`src/hw/rtl/lhp_pkg.sv`:
```
// Shared types and constants for the latency histogram percentile unit.
`default_nettype none

package lhp_pkg;

   localparam int LAT_W       = 32;
   localparam int OUT_W       = 10;

   // floor(x / 1000) = floor((x >> 3) * RECIP_M >> RECIP_SHIFT) for 32-bit x
   localparam int PRE_SHIFT   = 3;
   localparam int N_W         = LAT_W - PRE_SHIFT;
   localparam int M_W         = 30;
   localparam int PROD_W      = N_W + M_W;
   localparam int RECIP_SHIFT = 36;
   localparam int QUO_W       = PROD_W - RECIP_SHIFT;
   localparam logic [M_W-1:0] RECIP_M = M_W'(549755814);

   localparam int QUEUE_DEPTH = 4;
   localparam int QPTR_W      = $clog2(QUEUE_DEPTH);
   localparam int QCNT_W      = $clog2(QUEUE_DEPTH + 1);

   localparam logic OP_RECORD   = 1'b0;
   localparam logic OP_SNAPSHOT = 1'b1;

   typedef struct packed {
      logic             op;
      logic [LAT_W-1:0] latency_ns;
   } req_type;

   typedef struct packed {
      logic [OUT_W-1:0] median_us;
      logic [OUT_W-1:0] p95_us;
      logic [OUT_W-1:0] p99_us;
      logic [OUT_W-1:0] max_us;
   } rsp_type;

   typedef struct packed {
      logic              clearing;
      logic [QCNT_W-1:0] q_count;
   } front_stat_type;

   typedef enum logic [2:0] {
      BK_CLEAR,
      BK_IDLE,
      BK_RECORD,
      BK_WALK,
      BK_DRAIN,
      BK_REPORT
   } back_state_type;

endpackage

`default_nettype wire

```
`src/hw/rtl/lhp_queue.sv`:
```
// Short FIFO between the front end and the histogram engine.
`default_nettype none

module lhp_queue
   import lhp_pkg::*;
#(
   parameter int WIDTH = 11
) (
   input  wire logic              clock,
   input  wire logic              reset,
   input  wire logic              push,
   input  wire logic [WIDTH-1:0]  push_data,
   input  wire logic              pop,
   output logic                   q_valid,
   output logic      [WIDTH-1:0]  q_data,
   output logic      [QCNT_W-1:0] q_count
);

   logic [WIDTH-1:0]  slot_ff [QUEUE_DEPTH];
   logic [QPTR_W-1:0] wr_ptr_ff, wr_ptr_in;
   logic [QPTR_W-1:0] rd_ptr_ff, rd_ptr_in;
   logic [QCNT_W-1:0] count_ff, count_in;

   assign q_valid = (count_ff != '0);
   assign q_data  = slot_ff[rd_ptr_ff];
   assign q_count = count_ff;

   always_comb begin
      wr_ptr_in = push ? QPTR_W'(wr_ptr_ff + 1'b1) : wr_ptr_ff;
      rd_ptr_in = pop  ? QPTR_W'(rd_ptr_ff + 1'b1) : rd_ptr_ff;
      count_in  = count_ff;
      if (push && !pop) begin
         count_in = QCNT_W'(count_ff + 1'b1);
      end else if (pop && !push) begin
         count_in = QCNT_W'(count_ff - 1'b1);
      end
   end

   always_ff @(posedge clock) begin
      if (reset) begin
         wr_ptr_ff <= '0;
         rd_ptr_ff <= '0;
         count_ff  <= '0;
      end else begin
         wr_ptr_ff <= wr_ptr_in;
         rd_ptr_ff <= rd_ptr_in;
         count_ff  <= count_in;
      end
      if (push) begin
         slot_ff[wr_ptr_ff] <= push_data;
      end
   end

endmodule

`default_nettype wire

```
`config.mk`:
```
export PLATFORM = sky130hd
export DESIGN_NAME = lhp_queue
export DESIGN_NICKNAME = d
export VERILOG_FILES = /design/src/hw/rtl/lhp_pkg.sv /design/src/hw/rtl/lhp_queue.sv
export SDC_FILE = /design/constraint.sdc
export NUM_CORES = 1
export LEC_CHECK = 0
export ABC_AREA = 1
export BUFFER_PORTS_ARGS = -buffer_cell sky130_fd_sc_hd__buf_2
export CAP_MARGIN = 25
export CORE_MARGIN = 1.5
export CORE_UTILIZATION = 30
export CTS_CLUSTER_SIZE = 28
export DETAILED_ROUTE_END_ITERATION = 8
export GPL_TIMING_DRIVEN = 0
export PLACE_DENSITY_LB_ADDON = 0.1
export SLEW_MARGIN = 10
export SYNTH_ARGS = -nofsm -noshare
export SYNTH_HDL_FRONTEND = slang
export SYNTH_SLANG_ARGS = --single-unit
```
`constraint.sdc`:
```
create_clock -name clock -period 1.3 [get_ports clock]
set_input_delay 0.195 -clock clock [delete_from_list [all_inputs] [get_ports clock]]
set_output_delay 0.195 -clock clock [all_outputs]
set_load 0.02 [all_outputs]
```
Word level (Yosys, flattened, before mapping)

Memory sizes are Yosys's and may differ from the RTL's. A register that Yosys moved wholly into a read port is not among the register bits.
Cells that the tools add are included.

Add/sub/neg operators: 4
Reductions and logical operators: 6
Mux-type cells: 6

Operators by type and width:

| operator              | number |
|---|---|
| $mux W3               | 2 |
| $add A2 B1 Y2 const B | 2 |
| $mux W2               | 2 |
| $add A3 B1 Y3 const B | 1 |
| $reduce_bool A3 Y1    | 1 |
| $sub A3 B1 Y3 const B | 1 |
| $logic_and A1 B1 Y1   | 2 |
| $logic_not A1 Y1      | 2 |
| $mux W1               | 2 |
| $reduce_bool A2 Y1    | 1 |

Memories: 1
Logic and storage cells: 20
Output and inout bits: 15
Memory bits (writable): 44
Bits of input ports: 15
Register bits after elaboration: 7

Memory list:

| memory  | depth | width | rd ports | clocked after memory_dff | wr ports | RTL line        | text |
|---|---|---|---|---|---|---|---|
| slot_ff | 4     | 11    | 1        | 1                        | 1        | lhp_queue.sv:19 | `logic [WIDTH-1:0] slot_ff [QUEUE_DEPTH];` |

Depth between registers and ports, before layout

Word-level depth: 4
Mapped depth: 10
Depth with buffers taken out: 10

Worst setup path after synthesis

No wires, ideal clock.

Path kind: reg-to-reg
From: register count_ff[0] (netlist: q_count[0])
To: register count_ff[2] (netlist: q_count[2])
Setup slack: 0.053 ns
Stages on the path, launching flop included: 8
Arrival time: 1.137 ns
Buffers on the path: 0
Period minus slack after synthesis: 1.247 ns
Setup time: 0.110 ns
Data required time: 1.190 ns
Path through: dfxtp_1 > fa_1 > inv_1 > nand2_1 > nand3_1 > nand2_1 > inv_1 > nor2_1

Longest elaborated chain between the ends: 3
Elaborated cells between the ends (all ways): 4
Classes of those cells: 2 x add/sub; 2 x mux

Ends and longest elaborated chain:

| what                   | RTL line        | text |
|---|---|---|
| start, declared        | lhp_queue.sv:22 | `logic [QCNT_W-1:0] count_ff, count_in;` |
| start signal, assigned | lhp_queue.sv:47 | `count_ff <= count_in;` |
| $sub A3 B1 Y3          | lhp_queue.sv:35 | `count_in = QCNT_W'(count_ff - 1'b1);` |
| $mux W3                | lhp_queue.sv:34 | `end else if (pop && !push) begin` |
| $mux W3 (*)            | lhp_queue.sv:32 | `if (push && !pop) begin` |

Mark *: on every way between the ends. The rest lies on a longest branch, timed or not. The select of a mux whose other input is x is not followed.
A chain may end at the register's enable or synchronous reset.

==> results.py <==
metrics = {
    "yosys": {
        "yosys.area.top_type": "edfxtp_1",
        "yosysWarnings": 0,
        "ys_seq_area_frac": 0.720,
        "synth-main-ff-cell": "edfxtp_1",
        "synth_edf_count": 44,
        "yosys_register_bits": 53,
        "syn_area_sq_mm": 0.00208,
        "postSynthAreaPerCell_sq_um": 12.6,
        "async_flop_share": 0,
        "synth.distinct_cells": 18,
        "synth.area.top_cells": "edfxtp_1, dfxtp_1, nor2_1",
        "synth_top_area_frac": 0.634,
        "synth_nets": 186,
        "synthesis.instances": 165,
    },
    "drt": {
        "avgViaCountPerCell": 4.75,
        "wire_per_inst_um": 15.7,
        "drc": 0,
        "vias": 1392,
        "routed_wl_mm": 4.60,
        "firstDrtPassIters": 4,
        "final_antenna_net_count": 0,
        "drt_iter0_drc": 82,
    },
    "timing": {
        "rsz0062_at_grt": "true",
        "hold_viol": 0,
        "report.final.slew_viol_count": 0,
        "fin_ws_ns": -0.206,
        "finalSetupViolations": 11,
        "layout_min_cycle_time_ns": 1.51,
        "timing.final.crit_share": 1.16,
        "fin_worst_skew_ns": 0.00298,
        "fmax_ghz": 0.664,
        "worst_pin_slew_ns": 0.250,
        "setup-tns-final_ns": -2.02,
        "relSlewSlack": 0.832,
    },
    "cts": {
        "cts_buffer_depth": 2,
        "clock_latency_ns": 0.29,
        "htree_num_levels": 2,
        "numCtsBuffers": 5,
        "cts_tree": "done",
        "path_clk_slew_ns": 0.08,
        "clkSinkCount": 53,
        "cts_hold_buffers": 0,
        "cts_root_buf": "clkbuf_8",
    },
    "die": {
        "start_util": 0.309,
        "rows": 30,
        "core_region_area_sq_mm": 0.00676,
        "die_area_sq_mm": 0.00746,
        "die_x_um": 86.4,
        "ios": 30,
        "chipHeight_um": 86.4,
    },
    "critical_path": {
        "required_ns": 1.11,
        "cp_max_fo": 5,
        "worstSetupPathType": "flop to primary output",
        "r2r_cells": 7,
        "crit_chain": "inv_8 -> buf_8 -> nor2_2 -> o22ai_1 -> buf_4",
        "reg2reg_slack_ns": 0.07,
        "reg2reg_from": "q_count[0]",
        "worstSetupEndpointType": "primary output",
        "cp-start-kind": "flop",
        "critPathSlowestCell": "dfxtp_4",
        "critPathMaxStageDelay_ns": 0.39,
        "arrival_ns": 1.31,
        "reg2reg_to": "q_count[2]",
    },
    "run_status": {
        "violations": "negative setup slack",
        "status": "complete, but fails checks",
    },
    "hold_path": {
        "hold_path_end": "q_count[0]",
        "min_from": "reset",
        "whs_path_depth": 2,
        "hold_class": "input pin to flop",
    },
    "job": {
        "cap_violations": 0,
    },
    "global_routing": {
        "grt_pass1_vias": 1390,
        "grt.total_usage": 0.131,
        "overflow": 0,
        "antenna_found_initial": 0,
        "grt_pass1_wl_mm": 7.04,
        "grt_max_degree": 16,
    },
    "finish": {
        "diodes": 0,
        "final_common_cell": "edfxtp_1",
        "syn_to_final_growth_pct": 31.6,
        "layout_common_cells": "edfxtp_1, nor2_1, buf_2",
        "drive_gt1_frac": 0.352,
        "final_core_util": 0.406,
        "layout.nets": 233,
    },
    "pwr": {
        "peakVddDrop_mv": 0.382,
        "power_leakage_nw": 1.04,
        "power.density_mw_per_mm2": 1260,
    },
    "placement": {
        "gp_congestion": 0.815,
        "dp_hpwl_mm": 2.75,
        "port_buffers": 29,
    },
}
-- state kept, by name, summed over array words and instances, names as in the netlist, named ones only --
register / cells
slot_ff: 44
rd_ptr_ff: 2
q_count: 3
wr_ptr_ff: 2
-- critical path: cells and delay by family (launching register included) --
| kind | cells | cell delay (ns) |
|---|---|---|
| buf+inv | 3 | 0.39 |
| simple gates | 1 | 0.03 |
| compound gates | 1 | 0.20 |
| flops | 1 | 0.39 |
-- routing by layer --
layer,global-route usage,wire (um),vias to the layer above,share of wire
li1,-,-,676,-
met1,0.148,1900,674,0.41
met2,0.231,2420,31,0.53
met3,0.0343,169,11,0.037
met4,0.0572,114,0,0.025
met5,0,0,-,0
-- cell families after synthesis --
group | Yosys count | synth area share
xor+xnor | 1 | 0.00420
flops | 53 | 0.720
buf+inv | 23 | 0.0552
compound gates | 41 | 0.105
simple gates | 41 | 0.0756
fa+ha+maj | 6 | 0.0396
-- how the worst max path moves through the flow --
| stage | startpoint | endpoint | slack [ns] | depth (start not counted) |
|---|---|---|---|---|
| after floorplan | q_count[0] | q_count[2] | 0.05 | 7 |
| after global placement | wr_ptr_ff[0] | slot_ff[0][2] | -0.13 | 4 |
| after detailed placement | wr_ptr_ff[0] | slot_ff[0][2] | -0.16 | 4 |
| after CTS | flop | q_data[9] | -0.25 | 4 |
| after global routing | flop | q_data[9] | -0.26 | 6 |
| final | flop | q_data[0] | -0.21 | 5 |
-- timing repair --
action	CTS	global route
buffers inserted	4	4
pin swaps	2	2
endpoints found under the setup margin	55	56
cloned	1	2
gates resized for setup	30	24
-- area by class of cell --
class | count | area (sq um)
buffer | 6 | 91.3
tap | 80 | 100
fill | 642 | 4010
sequential | 53 | 1510
clock inverter | 1 | 3.75
timing repair buffer | 40 | 363
multi-input combinational | 89 | 508
clock buffer | 7 | 76.3
inverter | 17 | 88.8
-- synthesized netlist by cell type (3+ instances only) --
cell      number
o22ai_1       11
edfxtp_1      44
ha_1           5
inv_1         12
inv_2          5
o21ai_0        9
dfxtp_1        9
o21ai_1       18
buf_6          3
nor2_1        29
nand2_1       10
a21oi_1        3
-- per-stage QoR --
| stage | power [mW] | cell area [sq um] | setup slack, ns | cells | hold WS [ns] |
|---|---|---|---|---|---|
| floorplan | 2.31 | 2080 | 0.0528 | 165 | 0.267 |
| global placement | 2.49 | 2330 | -0.131 | 274 | 0.367 |
| detailed placement | 2.50 | 2330 | -0.161 | 274 | 0.373 |
| CTS | 3.44 | 2580 | -0.250 | 287 | 0.0467 |
| global route | 3.63 | 2740 | -0.262 | 293 | 0.0458 |
| finish | 3.47 | 2740 | -0.206 | 293 | 0.0497 |
-- where the power goes --
| group | total (mW) | switching, mW | internal [mW] |
|---|---|---|---|
| Combinational | 0.638 | 0.357 | 0.281 |
| Clock | 0.852 | 0.476 | 0.376 |
| Sequential | 1.98 | 0.0485 | 1.93 |
No activity file was read; power rests on OpenSTA's default activity.
