File: src/hw/rtl/lhp_pkg.sv
// Shared types and constants for the latency histogram percentile unit.
`default_nettype none

package lhp_pkg;

   localparam int LAT_W       = 32;
   localparam int OUT_W       = 10;

   // floor(x / 1000) = floor((x >> 3) * RECIP_M >> RECIP_SHIFT) for 32-bit x
   localparam int PRE_SHIFT   = 3;
   localparam int N_W         = LAT_W - PRE_SHIFT;
   localparam int M_W         = 30;
   localparam int PROD_W      = N_W + M_W;
   localparam int RECIP_SHIFT = 36;
   localparam int QUO_W       = PROD_W - RECIP_SHIFT;
   localparam logic [M_W-1:0] RECIP_M = M_W'(549755814);

   localparam int QUEUE_DEPTH = 4;
   localparam int QPTR_W      = $clog2(QUEUE_DEPTH);
   localparam int QCNT_W      = $clog2(QUEUE_DEPTH + 1);

   localparam logic OP_RECORD   = 1'b0;
   localparam logic OP_SNAPSHOT = 1'b1;

   typedef struct packed {
      logic             op;
      logic [LAT_W-1:0] latency_ns;
   } req_type;

   typedef struct packed {
      logic [OUT_W-1:0] median_us;
      logic [OUT_W-1:0] p95_us;
      logic [OUT_W-1:0] p99_us;
      logic [OUT_W-1:0] max_us;
   } rsp_type;

   typedef struct packed {
      logic              clearing;
      logic [QCNT_W-1:0] q_count;
   } front_stat_type;

   typedef enum logic [2:0] {
      BK_CLEAR,
      BK_IDLE,
      BK_RECORD,
      BK_WALK,
      BK_DRAIN,
      BK_REPORT
   } back_state_type;

endpackage

`default_nettype wire

File: src/hw/rtl/lhp_front.sv
// Front end: accepts beats, divides latency by 1000 and clamps to a bucket.
`default_nettype none

module lhp_front
   import lhp_pkg::*;
#(
   parameter int NUM_BUCKETS = 1024
) (
   input  wire logic                            clock,
   input  wire logic                            reset,
   input  wire logic                            start,
   input  wire req_type                         req_data,
   input  wire front_stat_type                  stat,
   output logic                                 busy,
   output logic                                 push,
   output logic      [$clog2(NUM_BUCKETS):0]    push_data
);

   localparam int IDX_W = $clog2(NUM_BUCKETS);
   localparam logic [QUO_W-1:0] LAST_Q = QUO_W'(NUM_BUCKETS - 1);
   localparam logic [IDX_W-1:0] LAST_B = IDX_W'(NUM_BUCKETS - 1);

   logic              v1_ff, v1_in;
   logic              op1_ff;
   logic [N_W-1:0]    n1_ff;
   logic              v2_ff;
   logic              op2_ff;
   logic [PROD_W-1:0] prod_ff, prod_in;
   logic [QUO_W-1:0]  quo;
   logic [IDX_W-1:0]  bucket;
   logic [QCNT_W:0]   in_flight;

   assign in_flight = (QCNT_W+1)'(stat.q_count) + (QCNT_W+1)'(v1_ff) + (QCNT_W+1)'(v2_ff);
   assign busy      = stat.clearing || (in_flight >= (QCNT_W+1)'(QUEUE_DEPTH));
   assign v1_in     = start && !busy;
   assign prod_in   = n1_ff * RECIP_M;

   assign quo       = prod_ff[RECIP_SHIFT +: QUO_W];
   assign bucket    = (quo > LAST_Q) ? LAST_B : quo[IDX_W-1:0];
   assign push      = v2_ff;
   assign push_data = {op2_ff, bucket};

   always_ff @(posedge clock) begin
      if (reset) begin
         v1_ff <= 1'b0;
         v2_ff <= 1'b0;
      end else begin
         v1_ff <= v1_in;
         v2_ff <= v1_ff;
      end
      op1_ff  <= req_data.op;
      n1_ff   <= req_data.latency_ns[LAT_W-1:PRE_SHIFT];
      op2_ff  <= op1_ff;
      prod_ff <= prod_in;
   end

endmodule

`default_nettype wire

File: config.mk
export PLATFORM = sky130hd
export DESIGN_NAME = lhp_front
export DESIGN_NICKNAME = d
export VERILOG_FILES = /design/src/hw/rtl/lhp_pkg.sv /design/src/hw/rtl/lhp_front.sv
export SDC_FILE = /design/constraint.sdc
export NUM_CORES = 1
export LEC_CHECK = 0
export ABC_AREA = 1
export BUFFER_PORTS_ARGS = -buffer_cell sky130_fd_sc_hd__clkbuf_2
export CORE_ASPECT_RATIO = 1.1
export CORE_MARGIN = 2
export CORE_UTILIZATION = 55
export DETAILED_ROUTE_END_ITERATION = 6
export GPL_ROUTABILITY_DRIVEN = 0
export MAX_ROUTING_LAYER = met4
export PLACE_DENSITY = 0.75
export SLEW_MARGIN = 20
export SYNTH_ARGS = -nofsm -noshare
export SYNTH_HDL_FRONTEND = slang
export SYNTH_SLANG_ARGS = --single-unit
File: constraint.sdc
create_clock -name clock -period 5.7 [get_ports clock]
set_clock_uncertainty 0.05 [all_clocks]
set_input_delay 0.285 -clock clock [delete_from_list [all_inputs] [get_ports clock]]
set_output_delay 0.285 -clock clock [all_outputs]
set_load 0.01 [all_outputs]
Word level (Yosys, flattened, before mapping)
Index checks and enable logic that the tools add are counted.

word-level totals
  output and inout port bits = 13
  register bits = 91
  logic and storage cells = 15

operators by class
  mux-type cells = 1
  reduce and logical (&&, ||, !) cells = 3
  $mul = 1
  $lt $le $gt $ge = 2
  add/subtract/negate cells = 2

operator list
  cell                                                               number
  multiplier 29 x 29 -> 58 bit, second input constant                1
  greater-than comparator 23 x 10 -> 1 bit, second input constant    1
  two-way mux 10 bit                                                 1
  adder 3 x 1 -> 4 bit                                               1
  adder 4 x 1 -> 4 bit                                               1
  greater-or-equal comparator 4 x 3 -> 1 bit, second input constant  1
  logical AND 1 bit                                                  1
  zero test 1 bit                                                    1
  logical OR 1 bit                                                   1

Logic depth before layout (Yosys ltp)
Gate-level depths: netlist of the first run.

  word-level depth = 6
  depth in mapped cells = 27

Least setup slack after synthesis of the first run
OpenSTA, ideal clock, no wires.

  path type = register -> register
  start point = register n1_ff[8]
  end point = register prod_ff[38]
  cell stages (with the launch flop) = 25
  setup time = 0.112 ns
  buffers on the path = 0
  required time = 5.538 ns
  slack = 0.007 ns
  clock period less this slack = 5.693 ns
  data arrival time = 5.531 ns
  cells stage by stage = dfxtp_1 > ha_1 > fa_1 > fa_1 > inv_1 > fa_1 > inv_1 > fa_1 > inv_1 > fa_1 > inv_1 > fa_1 > inv_1 > fa_1 > inv_1 > ha_1 > nand2_1 > nor2_1 > nand2_1 > nor2_1 > o21ai_0 > nand3_1 > nand3_1 > nand3_1 > nand2_1

on the way
  longest elaborated chain between the ends = 1

RTL lines
  element                       line             text
  start, declared               lhp_front.sv:25  logic [N_W-1:0] n1_ff;
  start signal, assigned        lhp_front.sv:52  n1_ff <= req_data.latency_ns[LAT_W-1:PRE_SHIFT];
  multiplier 29 x 29 -> 58 bit  lhp_front.sv:36  assign prod_in = n1_ff * RECIP_M;
  net prod_in[38]               lhp_front.sv:28  logic [PROD_W-1:0] prod_ff, prod_in;
  end signal, assigned          lhp_front.sv:54  prod_ff <= prod_in;
  end, declared                 lhp_front.sv:28

The timed path passes the listed nets, and every way through them passes these cells.
A chain may end at the register's enable or synchronous reset.

Worst setup path after layout of the first run
  start point = register n1_ff[18]
  end point = register prod_ff[44]

The elaborated chain is that of the path after synthesis.

==> qor.txt, run 1 <==
status: finished with violations
failing checks: negative setup slack
clock buffer depth: 2
GRT Total Usage: 32.4%
final hold violations: 0
share of cells above drive strength 1: 22.4%
antenna diode count: 0
global-route wire length before repair: 76700 µm
area leader, netlist: fa_1
most numerous cell on the critical path: fa_1
Fmax achieved: 173 MHz
hold path startpoint: req_data[9]
H-tree levels: 2
sequential share of the synthesized area: 6.67%
routed via count: 14400
met3 GRT Util: 4.78%
Root Buffer Master: clkbuf_16
Mapped Area: 16800 µm²
slew margin rel.: 66.2%
Final Max Tran Viols: 0
reg2reg path depth: 24
critical path launch point type: flip-flop
worst-skew pair later-pin latency: 340 ps
drt initial violations: 995
FF-to-FF setup slack: -70 ps
Synth cell types: 28
critical-path cell list: buf_12 -> buf_4 -> ha_4 -> fa_1 -> fa_1 -> inv_1 -> fa_1 -> inv_1 -> fa_1 -> fa_2 -> fa_1 -> inv_1 -> fa_1 -> inv_1 -> ha_4 -> nand2_2 -> nor2_4 -> inv_4 -> nor2_4 -> nand2_2 -> nor2_1 -> nand3_1 -> nand4_1 -> nand2_1
Place WS: -453 ps
Critical Path Start: n1_ff[18]
Final Net Count: 3031
met2 Use GR: 55.6%
Die X: 171 µm
vias in the first global route: 15600
Buffers on Ports: 49
WHS Endpoint: n1_ff[6]
GRT met1 Usage: 36.0%
highest-delay cell along the critical path: fa_1
Clk pin slew, worst setup/hold paths: 80 ps
Reg-to-Reg End: prod_ff[44]
measured slew at the worst slew-check pin: 504 ps
fillers: 2217
DR WL/cell: 17.7 µm
initial core utilization: 55.5%
number of antenna-violating nets in the routed design: 0
largest net degree at the start of global routing: 18
Yosys top cell area share: 31.6%
Yosys reg bits: 56
detailed-placement wirelength estimate: 39600 µm
Ports: 53
WP data arrival: 5930 ps
routed wire length: 49100 µm
top cells by area, synth: fa_1 (32%), ha_1 (27%), inv_1 (17%), nand2_1 (10%), dfxtp_1 (6.7%)
CTS sink count: 56
R2R Path Start: n1_ff[18]
yosys warns: 0
crit end category: flip-flop
DRC violations left: 0
WP buf/inv: 7
Max stage delay on crit path: 510 ps
TritonCTS clock tree: built
crit path kind: flip-flop to flip-flop
Synth-to-Final Area Change: 23.1%
DRT Pass-1 Iters: 5
period utilization: 101%
delay-heaviest family, CP: adder cells
Syn Area/Cell: 7.84 µm²
synthesized net count: 2812
post-synthesis cell count: 2142
Die Y: 187 µm
hold_ws: 21.0 ps
busiest grt layer: met2
Overflow after GRT: 0
Final WS setup: -71.8 ps
Hold Path Stages: 1
drt via density: 5.18
Core Box Area: 30300 µm²
max-capacitance violation count: 0
Final setup violation count: 13
initial antenna violation count: 0
CP max FO: 6
DIE AREA: 32000 µm²
row count: 67
Critical Path RT: 5860 ps
TritonCTS buffer count: 5
Final min period: 5770 ps
RSZ-0062 raised after global routing: true
Worst Hold Class: input pin to flip-flop
[final cells by class]
type,instances,area (µm²),share of cell area (%)
Multi-Input combinational cell,1341,14400,69.6
Inverter,744,2810,13.6
Timing Repair Buffer,213,1640,7.94
Sequential cell,56,1180,5.69
Tap cell,414,518,2.50
Clock buffer,6,129,0.623
Clock inverter,2,16.3,0.0787
[synth_stat cells, drive strengths merged]
library cell	instances
inv	744
nand2	469
ha	365
fa	265
nor2	107
dfxtp	56
nand3	48
a21oi	33
nand4	17
nor3	14
o21ai	6
and2	4
nor4	3
o21bai	3
nor3b	2
a21o	1
and3	1
buf	1
o311ai	1
or2	1
or4	1
[through the flow]
step / instance area [µm²] / TNS [ps] / instances / utilization (%)
final: 20700 / -470 / 2776 / 68.3
after global routing: 20700 / -4330 / 2776 / 68.3
after CTS: 19900 / -63.1 / 2760 / 65.7
after detailed placement: 18400 / -7390 / 2717 / 60.9
after global placement: 18400 / -5430 / 2717 / 60.9
after floorplan: 16800 / 0 / 2142 / -
[cell families (layout without fill, tap and decap cells)]
kind of cell	after synthesis	after routing	synth area share, %
simple gates	667	667	16.5
compound gates	44	44	1.39
flops	56	56	6.67
buf+inv	745	965	16.7
fa+ha+maj	630	630	58.8
[worst max path at each step]
stage / slack, ps / to / cells after the start
global route: -260 / prod_ff[55] / 25
finish: -70 / prod_ff[44] / 24
CTS: -30 / prod_ff[42] / 25
detailed placement: -450 / prod_ff[53] / 23
floorplan: 7 / prod_ff[38] / 24
global placement: -330 / prod_ff[37] / 23
[routing by layer]
layer,share of wire [%],vias up,wire (µm)
li1,-,6684,-
met1,37,6885,18000
met2,50,564,24400
met3,6.8,238,3320
met4,6.8,0,3340
met5,0,-,0
[what timing repair did]
item                                    in CTS  in global routing
hold endpoints to repair                    27                  2
buffers inserted                             8                 15
pin swaps                                   83                116
resized for setup                          208                187
hold buffers                                27                  2
endpoints found under the setup margin      23                 23
[worst reg2reg max path, cell delays in order, from the launching register on]
cell	delay (ps)
dfxtp_2	330
buf_12	140
buf_4	140
ha_4	220
fa_1	390
fa_1	510
inv_1	60
fa_1	480
inv_1	50
fa_1	480
fa_2	500
fa_1	490
inv_1	50
fa_1	490
inv_1	70
ha_4	280
nand2_2	110
nor2_4	140
inv_4	60
nor2_4	110
nand2_2	80
nor2_1	90
nand3_1	110
nand4_1	120
nand2_1	100
[state kept, by name (all words and copies together), names as in the netlist]
signal	flops
n1_ff	29
prod_ff	23
op1_ff	1
op2_ff	1
push	1
v1_ff	1
[cells in the final DEF (no fill, tap or decap), types with 22 or more instances in the layout]
cell / Yosys / final
a21oi_1: 33 / 28
clkbuf_2: 0 / 49
nor2_1: 91 / 56
buf_4: 1 / 118
ha_4: 0 / 60
inv_2: 4 / 50
ha_1: 365 / 298
nand2_4: 0 / 23
nor2_2: 13 / 22
inv_1: 740 / 688
fa_1: 265 / 243
nand3_1: 48 / 34
dlygate4sd3_1: 0 / 29
nor2_4: 3 / 29
nand2_2: 7 / 69
nand2_1: 462 / 377
fa_2: 0 / 22
dfxtp_1: 56 / 36
Power of run 1 is left out: the tool's default activity adds up to more than one toggle a clock period on the data nets, which glitch-free logic cannot reach.
==> run 2: changes to the inputs <==
Settings changed: CELL_PAD_IN_SITES_DETAIL_PLACEMENT set to 0, CELL_PAD_IN_SITES_GLOBAL_PLACEMENT set to 1, CORE_UTILIZATION 55 to 45, PLACE_DENSITY 0.75 to not set, PLACE_DENSITY_LB_ADDON set to 0.1.
==> run 2 against run 1 <==
The run still ends with negative setup slack left; register-to-register slack gained 20 ps; first-iteration DRC count shrank 38%; hold slack gained 7.9 ps; maximum frequency grew 0.32%; die area grew 22%; critical path depth grew 3; design area grew 4.1%; count of clock-buffer cells in the layout is the same; via count shrank 4.6%.
==> qor.txt, run 2 (synthesis results as in run 1) <==
status: finished with violations
failing checks: negative setup slack
DIE AREA: 38900 µm²
GRT Total Usage: 27.9%
Worst Hold Class: input pin to flip-flop
Cell Area, Placed: 19100 µm²
detailed-placement wirelength estimate: 44200 µm
vias in the first global route: 14800
global-route wire length before repair: 78700 µm
slew margin rel.: 60.1%
H-tree levels: 2
DRC violations left: 0
most numerous cell on the critical path: fa_1
most frequent cells in the layout: inv_1 (690), nand2_1 (345), ha_1 (301)
period utilization: 101%
most common cell after layout, fill and taps aside: inv_1
Reg-to-Reg End: prod_ff[38]
Hold Path Stages: 1
WHS Endpoint: n1_ff[19]
critical path launch point type: flip-flop
hold_ws: 28.9 ps
row count: 74
drt initial violations: 619
DRT Pass-1 Iters: 5
measured slew at the worst slew-check pin: 594 ps
Overflow after GRT: 0
share of cells above drive strength 1: 26.6%
FF-to-FF setup slack: -50 ps
largest registers: n1_ff (29), prod_ff (23)
drt via density: 4.70
Final Util: 58.3%
final hold violations: 0
Final setup violation count: 5
Die Y: 207 µm
worst-skew pair later-pin latency: 340 ps
number of antenna-violating nets in the routed design: 0
Final WS setup: -53.6 ps
R2R Path Start: n1_ff[8]
Core Box Area: 36900 µm²
max-capacitance violation count: 0
crit path kind: flip-flop to flip-flop
Buffers on Ports: 49
TritonCTS clock tree: built
hold path startpoint: req_data[22]
initial core utilization: 45.5%
Critical Path RT: 5930 ps
Root Buffer Master: clkbuf_16
fillers: 3405
antenna diode count: 0
Ports: 53
delay-heaviest family, CP: adder cells
TritonCTS buffer count: 5
Fmax achieved: 174 MHz
max reg flops: 29
WP buf/inv: 8
routed wire length: 50000 µm
Die X: 188 µm
routed via count: 13700
CTS sink count: 56
clock buffer depth: 2
Final min period: 5750 ps
Top reg by flops: n1_ff
CP max FO: 4
WP data arrival: 5990 ps
Final Net Count: 3091
Place WS: -494 ps
Final Max Tran Viols: 0
highest-delay cell along the critical path: fa_1
DR WL/cell: 17.2 µm
Max stage delay on crit path: 570 ps
Clk pin slew, worst setup/hold paths: 80 ps
crit end category: flip-flop
Final Instance Area: 21500 µm²
Synth-to-Final Area Change: 28.1%
RSZ-0062 raised after global routing: true
initial antenna violation count: 0
reg2reg path depth: 27
largest net degree at the start of global routing: 18
-- run 2: worst max path at each step --
stage / slack [ps] / endpoint / startpoint / cells past startpoint
after floorplan: 7 / prod_ff[38] / n1_ff[8] / 24
after global placement: -480 / prod_ff[54] / n1_ff[8] / 27
after detailed placement: -490 / prod_ff[38] / n1_ff[8] / 27
after CTS: -70 / prod_ff[58] / n1_ff[21] / 26
after global routing: -240 / prod_ff[38] / n1_ff[8] / 27
final: -50 / prod_ff[38] / n1_ff[8] / 27
-- run 2: worst register-to-register path: cells and delay by family, from the launching register on --
kind,cells,cell delay [ps]
buf+inv,8,390
flops,1,410
simple gates,10,830
fa+ha+maj,9,4010
-- run 2: final cells by class --
type	count	area [µm²]	share of cell area (%)
well taps	494	618	2.87
repair buffers	273	2090	9.73
multi-input cells	1341	14700	68.2
clock inverters	2	15.0	0.0698
flip-flops and latches	56	1180	5.48
inverters	744	2810	13.0
clock buffers	6	139	0.645
-- run 2: stage by stage --
| stage | setup TNS (ps) | instances |
|---|---|---|
| finish | -119 | 2916 |
| global route | -3920 | 2916 |
| CTS | -318 | 2913 |
| detailed placement | -8800 | 2865 |
| global placement | -8440 | 2865 |
| floorplan | 0 | 2142 |
-- run 2: what timing repair did --
| action | CTS | global route |
|---|---|---|
| setup buffers | 15 | 6 |
| pin swaps | 81 | 117 |
| endpoints found under the setup margin | 23 | 23 |
| resized for setup | 226 | 240 |
| endpoints found under the hold margin | 26 | 0 |
| hold buffers | 26 | 0 |
-- run 2: routing by layer --
layer / track usage (%) / share of wire [%] / up-vias
met2: 49.3 / 50 / 235
li1: - / - / 6796
met3: 2.55 / 3.1 / 77
met5: - / 0 / -
met4: 9.59 / 3.7 / 0
met1: 33.4 / 44 / 6602
Power of run 2 is left out for the same reason.
==> run 3: changes to the inputs <==
Settings changed: BUFFER_PORTS_ARGS -buffer_cell sky130_fd_sc_hd__clkbuf_2 to -buffer_cell sky130_fd_sc_hd__buf_2, RECOVER_POWER set to 100, TNS_END_PERCENT set to 50.
==> run 3 against run 2 <==
Utilization shrank 1.7 points; largest cell class unchanged; global-route usage increased by 0.34 points; design area down 2.9%; die area unchanged; the flow finishes with violations (max-capacitance violations, max-slew violations, negative setup slack); critical path depth down 1; highest routed layer unchanged.
==> qor.txt, run 3 (synthesis results as in run 1) <==
Synth-to-Final Area Change: 24.3%
DR WL/cell: 17.1 µm
max-capacitance violation count: 1
placed cells: 2865
share of cells above drive strength 1: 21.7%
H-tree levels: 2
most common cell after layout, fill and taps aside: inv_1
Overflow after GRT: 0
TritonCTS clock tree: built
fillers: 3411
largest net degree at the start of global routing: 18
Hold Path Stages: 1
Final min period: 5810 ps
crit path kind: flip-flop to flip-flop
Worst Hold Class: input pin to flip-flop
WP data arrival: 5990 ps
global-route wire length before repair: 79700 µm
DRT Pass-1 Iters: 7
CP max FO: 4
R2R Path Start: n1_ff[19]
measured slew at the worst slew-check pin: 1540 ps
Place WS: -492 ps
clock buffer depth: 2
DIE AREA: 38900 µm²
CTS sink count: 56
Buffers on Ports: 49
Reg-to-Reg End: prod_ff[48]
most frequent cells in the layout: inv_1 (704), nand2_1 (381), ha_1 (319)
initial core utilization: 45.5%
GRT Total Usage: 28.2%
Core Box Area: 36900 µm²
Ports: 53
detailed-placement wirelength estimate: 44400 µm
Die X: 188 µm
critical path launch point type: flip-flop
vias in the first global route: 14800
Final Max Tran Viols: 11
non-filler cells, final: 2911
routed via count: 13700
Critical Path RT: 5880 ps
Fmax achieved: 172 MHz
routed wire length: 49700 µm
FF-to-FF setup slack: -110 ps
largest registers: n1_ff (29), prod_ff (23)
crit end category: flip-flop
antenna diode count: 0
slew margin rel.: -3.43%
Top reg by flops: n1_ff
reg2reg path depth: 26
drt via density: 4.70
RSZ-0062 raised after global routing: true
Final WS setup: -106 ps
final hold violations: 0
drt initial violations: 514
failing checks: max-capacitance violations, max-slew violations, negative setup slack
Final Net Count: 3086
Clk pin slew, worst setup/hold paths: 90 ps
worst-skew pair later-pin latency: 350 ps
status: finished with violations
Die Y: 207 µm
DRC violations left: 0
Final setup violation count: 20
Root Buffer Master: clkbuf_16
max reg flops: 29
WHS Endpoint: n1_ff[15]
initial antenna violation count: 0
Setup TNS: -1020 ps
number of antenna-violating nets in the routed design: 0
row count: 74
TritonCTS buffer count: 5
hold path startpoint: req_data[18]
period utilization: 102%
[run 3: area by class of cell]
type                    instances  area, µm²  share of cell area, %
multi-input cells            1341      14100                   67.5
inverters                     744       2800                   13.4
repair buffers                268       2040                   9.75
flip-flops and latches         56       1170                   5.62
well taps                     494        618                   2.96
clock buffers                   6        129                  0.617
clock inverters                 2       38.8                  0.186
[run 3: worst max path at each step]
stage	to	cells after the start	startpoint
floorplan	prod_ff[38]	24	n1_ff[8]
detailed placement	prod_ff[38]	25	n1_ff[9]
CTS	prod_ff[58]	27	n1_ff[19]
global placement	prod_ff[54]	25	n1_ff[9]
finish	prod_ff[48]	26	n1_ff[19]
global route	prod_ff[58]	27	n1_ff[19]
[run 3: timing repair]
| item | in CTS | in global routing |
|---|---|---|
| setup buffers | 15 | 1 |
| endpoints found under the setup margin | 23 | 23 |
| hold endpoints to repair | 24 | 0 |
| resized for setup | 212 | 116 |
| hold buffers | 24 | 0 |
| pin swaps | 73 | 61 |
[run 3: metrics by stage]
| stage | util, % | hold WS (ps) | area, µm² |
|---|---|---|---|
| after global routing | 56.5 | 3.84 | 20900 |
| after CTS | 55.5 | 0.838 | 20500 |
| after detailed placement | 51.6 | 265 | 19100 |
| after floorplan | - | 260 | 16800 |
| final | 56.5 | 5.22 | 20900 |
| after global placement | 51.6 | 260 | 19100 |
[run 3: layer usage]
layer / routed length [µm] / part of all wire (%) / global-route usage (%)
met1: 22000 / 44 / 34.1
met2: 24400 / 49 / 48.9
met3: 1420 / 2.9 / 2.84
met4: 1930 / 3.9 / 10.7
met5: 0 / 0 / -
[run 3: critical path, cell delays in order, from the launching register on]
cell	delay, ps
dfxtp_4	360
buf_12	120
ha_4	200
fa_2	350
fa_1	560
inv_2	50
fa_1	510
inv_2	40
fa_1	480
inv_2	40
fa_1	510
inv_2	40
fa_1	490
inv_2	50
fa_1	530
inv_2	50
ha_4	270
buf_6	110
nand2_8	70
nor2_4	110
inv_4	60
nor2_4	170
nand2_1	70
nor2_1	80
nand2_1	120
nand4_1	110
nand2_1	70
Power of run 3 is left out for the same reason.
